--- src/color_matrix_convert_normalize_macros.svh ---
`ifndef COLOR_MATRIX_CONVERT_NORMALIZE_MACROS_SVH
`define COLOR_MATRIX_CONVERT_NORMALIZE_MACROS_SVH

// Same-cycle implication, sampled on i_clk, off while i_rst_n is low.
`define CCM_ASSERT_IMPLY(label, ante, cons, msg) \
    label: assert property (@(posedge i_clk) disable iff (!i_rst_n) (ante) |-> (cons)) \
        else $error(msg);

// Next-cycle implication, sampled on i_clk, off while i_rst_n is low.
`define CCM_ASSERT_NEXT(label, ante, cons, msg) \
    label: assert property (@(posedge i_clk) disable iff (!i_rst_n) (ante) |=> (cons)) \
        else $error(msg);

`endif

--- src/ccm_pkg.sv ---
`timescale 1ns / 1ps

package ccm_pkg;

    localparam int SAMPLE_W  = 16;
    localparam int COEF_W    = 16;
    localparam int OUT_W     = 18;
    localparam int NUM_LANES = 3;
    localparam int CFG_W     = NUM_LANES * COEF_W;
    // Q1.16 quotient: raw <= max, so the quotient never exceeds 1.0
    localparam int QUOT_W    = 17;
    localparam int Q_DEPTH   = 4;
    localparam int Q_PTR_W   = 2;
    localparam int Q_CNT_W   = 3;

    localparam logic [OUT_W-1:0] OUT_MAX  = 18'h3FFFF;
    localparam logic [OUT_W-1:0] NORM_ONE = 18'h10000;

    typedef enum logic [1:0] {
        CFG_COEF_ROW0   = 2'd0,
        CFG_COEF_ROW1   = 2'd1,
        CFG_COEF_ROW2   = 2'd2,
        CFG_NORM_ENABLE = 2'd3
    } t_cfg_reg;

    typedef struct packed {
        // coef[src][dst]
        logic [NUM_LANES-1:0][NUM_LANES-1:0][COEF_W-1:0] coef;
        logic                                            norm_en;
    } t_cfg;

    typedef struct packed {
        logic [NUM_LANES-1:0][OUT_W-1:0] raw;
        logic [OUT_W-1:0]                divisor;
        logic                            scale;
    } t_job;

    typedef struct packed {
        logic full;
        logic empty;
    } t_q_stat;

    typedef struct packed {
        logic [NUM_LANES-1:0][OUT_W-1:0] ch;
        logic                            scaled;
    } t_result;

endpackage

--- src/ccm_queue.sv ---
`timescale 1ns / 1ps

module ccm_queue import ccm_pkg::*; (
    input  logic    i_clk,
    input  logic    i_rst_n,
    input  logic    i_push,
    input  t_job    i_data,
    input  logic    i_pop,
    output t_job    o_data,
    output t_q_stat o_stat
);

    t_job               r_mem [Q_DEPTH];
    logic [Q_PTR_W-1:0] r_wr_ptr;
    logic [Q_PTR_W-1:0] r_rd_ptr;
    logic [Q_CNT_W-1:0] r_count;

    assign o_data       = r_mem[r_rd_ptr];
    assign o_stat.full  = (r_count == Q_CNT_W'(Q_DEPTH));
    assign o_stat.empty = (r_count == '0);

    always_ff @(posedge i_clk) begin
        if (!i_rst_n) begin
            r_wr_ptr <= '0;
            r_rd_ptr <= '0;
            r_count  <= '0;
        end else begin
            if (i_push) begin
                r_wr_ptr <= r_wr_ptr + 1'b1;
            end
            if (i_pop) begin
                r_rd_ptr <= r_rd_ptr + 1'b1;
            end
            if (i_push && !i_pop) begin
                r_count <= r_count + 1'b1;
            end else if (!i_push && i_pop) begin
                r_count <= r_count - 1'b1;
            end
        end
    end

    always_ff @(posedge i_clk) begin
        if (i_push) begin
            r_mem[r_wr_ptr] <= i_data;
        end
    end

endmodule

--- config.mk ---
export PLATFORM = sky130hd
export DESIGN_NAME = ccm_queue
export DESIGN_NICKNAME = d
export VERILOG_FILES = /design/src/color_matrix_convert_normalize_macros.svh /design/src/ccm_pkg.sv /design/src/ccm_queue.sv
export SDC_FILE = /design/constraint.sdc
export NUM_CORES = 1
export LEC_CHECK = 0
export ABC_AREA = 1
export BUFFER_PORTS_ARGS = -buffer_cell sky130_fd_sc_hd__clkbuf_2
export CAP_MARGIN = 20
export CORE_ASPECT_RATIO = 1.5
export CORE_UTILIZATION = 50
export DETAILED_ROUTE_END_ITERATION = 8
export PLACE_DENSITY = 0.81
export REMOVE_ABC_BUFFERS = 1
export SYNTH_ARGS = -nofsm -noshare
export SYNTH_HDL_FRONTEND = slang
export SYNTH_SLANG_ARGS = --single-unit
export TNS_END_PERCENT = 20
--- constraint.sdc ---
create_clock -name i_clk -period 2.5 [get_ports i_clk]
set_input_delay 0 -clock i_clk [delete_from_list [all_inputs] [get_ports i_clk]]
set_output_delay 0 -clock i_clk [all_outputs]
set_load 0.03 [all_outputs]
==> out/metrics.yaml <==
routing:
  num_vias: 7186
  ant_nets: 0
  drt_iter0_markers: 559
  drt_wl_total_um: 24530
  drcViolationCount: 0
  firstDrtPassIters: 5
  drt-vias-per-instance: 5.592
  routedWlPerCell_um: 19.09
global_route:
  grt_max_degree: 147
  grt_antenna_before_repair: 3
  grtUsageTotal_pct: 20.84
  first_global_vias: 7259
  grt_pass1_wl_um: 37240
  grt_remaining_overflow: 0
synth:
  synth-async-reset-ratio_pct: 0
  syn_avg_cell_area_um2: 14.76
  synth_edf_count: 292
  ys_seq_area_share_pct: 79.34
  yosysUniqueCellTypes: 21
  synth_warnings: 0
  synth_area_um2: 11280
  synth-seq-cells: 301
  ys.flop_type: "edfxtp_1"
  syn_inst: 764
die:
  core_area_um2: 21880
  initial_utilization_pct: 51.54
  die_h_um: 185.9
  fp.dieW_um: 124.6
  die_area_um2: 23170
  row_count: 66
  ios: 152
critical_path:
  rrSetupSlack_ps: 790
  path_class: "reg -> out"
  crit_required_ps: 2500
  critical-path-top-delay-family: "buffers and inverters"
  cp_cell_sequence: "inv_2, buf_12, o21ai_1, o22ai_1, clkbuf_2"
  startpoint_type: "flop"
  slowest_stage: "dfxtp_4"
  arrival_ps: 2340
  endpoint_kind: "primary output"
  critPathMaxStageDelay_ps: 460
  cp_num_buf_inv: 3
  worstPathMaxFanout: 42
timing:
  worst_slew_pin_slew_ps: 590.1
  hold_violations: 0
  finClkSkew_ps: 6.283
  slew_headroom_pct: 60.66
  fmax_mhz: 426.7
  grt_setup_unrepaired: "false"
  finalCriticalPeriod_ps: 2344
  period_share_pct: 93.74
  slew_violations: 0
  final-setup-viol-count: 0
pwr:
  power.density_nw_per_um2: 813.7
  total_power_w: 0.01135
  p_leak_nw: 4.979
  p_sw_w: 0.002755
  power_frac_comb_pct: 12.1
  seq_power_share_pct: 51.3
  worst_ir_drop_vdd_mv: 0.4988
  switching_share_pct: 24.27
  p_clk_share_pct: 36.6
  p_int_w: 0.008594
clock_network:
  cts.htree.levels: 1
  cts_tree: "built"
  clk_pin_slew_worst_paths_ps: 60
  root_buffer: "clkbuf_16"
  clock-sinks: 301
  cts_setup_buffers: 0
  insertion_delay_ps: 530
  clk_path_buf_depth: 3
  cts-buffers-inserted: 27
outcome:
  status: "finished, final reports clean"
placed_design:
  dp_hpwl_um: 13530
  port_buffers: 151
  dpl_cell_area_um2: 12270
  dp_cells: 1156
  gp_congestion: 0.7706
layout:
  finish.instance_area_um2: 13950
  fin_nets: 1072
  drive_gt1_share_pct: 21.19
  nFillCells: 1473
  areaGrowthSynthToFinish_pct: 23.66
  final_cell_mix: "edfxtp_1, nor2_1, clkbuf_2"
  stdcell_count: 1285
  final_common_cell: "edfxtp_1"
run:
  drv_cap: 0
worst_hold_path:
  hold_class: "in -> reg"
[sequential cells by signal, summed over array words and instances, names as in the netlist, named ones only]
signal,count
r_count,3
r_mem,292
r_rd_ptr,2
r_wr_ptr,2
[cells by family after synthesis]
kind of cell,synth area share (%)
flops,79.34
compound gates,10.97
simple gates,5.514
buf+inv,3.439
fa+ha+maj,0.7322
[final cells by class]
cell class | count | area [um2] | area share, %
clock buffers | 39 | 752.0 | 5.392
well taps | 272 | 340.3 | 2.440
multi-input cells | 399 | 1942 | 13.92
repair buffers | 243 | 1728 | 12.39
clock inverters | 11 | 150.1 | 1.077
diodes | 3 | 7.507 | 0.05383
inverters | 17 | 71.32 | 0.5113
flip-flops and latches | 301 | 8956 | 64.21
[Yosys cell counts (all sizes together) (2+ instances only)]
| cell type | count | share of area [%] |
|---|---|---|
| a21oi | 4 | 0.18 |
| inv | 16 | 0.55 |
| nand2 | 9 | 0.30 |
| clkbuf | 20 | 0.71 |
| buf | 27 | 2.1 |
| o21ai | 152 | 6.7 |
| o22ai | 73 | 4.0 |
| nor3 | 2 | 0.089 |
| edfxtp | 292 | 78 |
| nor2 | 151 | 5.0 |
| ha | 5 | 0.55 |
| dfxtp | 9 | 1.6 |
[worst register-to-register path, cell delays in order, from the launching register on]
cell      delay, ps
dfxtp_1         350
inv_1            80
ha_1            180
nand2_1          80
clkinv_2        360
buf_4           390
[power by group through the flow]
stage | sequential (W) | clock, W | combinational, W
final | 0.00583 | 0.00415 | 0.00137
after global routing | 0.00584 | 0.00440 | 0.00147
after global placement | 0.00592 | 0 | 0.00125
after detailed placement | 0.00593 | 0 | 0.00127
after floorplan | 0.00596 | 0 | 0.000748
after CTS | 0.00582 | 0.00420 | 0.00137
[routing by layer]
layer | GRT usage [%] | up-vias | part of all wire, %
li1 | - | 3324 | -
met1 | 24.68 | 3521 | 38
met2 | 36.64 | 282 | 53
met3 | 3.133 | 59 | 6.0
met4 | 11.37 | 0 | 3.3
met5 | 0 | - | 0
[per-stage QoR]
step	util (%)	setup WS (ps)	setup TNS [ps]	hold WS, ps
floorplan	-	-1608	-114130	98.87
CTS	63.68	114.7	0	206.4
global route	63.73	11.75	0	230.4
detailed placement	56.07	508.1	0	218.9
finish	63.73	156.4	0	224.6
global placement	56.07	509.7	0	216.0
[worst paths after layout]
| check | from | to | cells after the start |
|---|---|---|---|
| max | flop | o_data[49] | 5 |
| min | i_data[43] | r_mem[0][43] | 2 |
| max reg2reg | r_wr_ptr[1] | r_mem[1][19] | 5 |
| min reg2reg | r_rd_ptr[1] | flop | 1 |
[timing repair]
item	CTS	global route
resized for setup	1	1
endpoints found under the setup margin	17	2
hold buffers	76	0
endpoints found under the hold margin	301	0
Note: power is estimated with default switching activity, not from simulation.
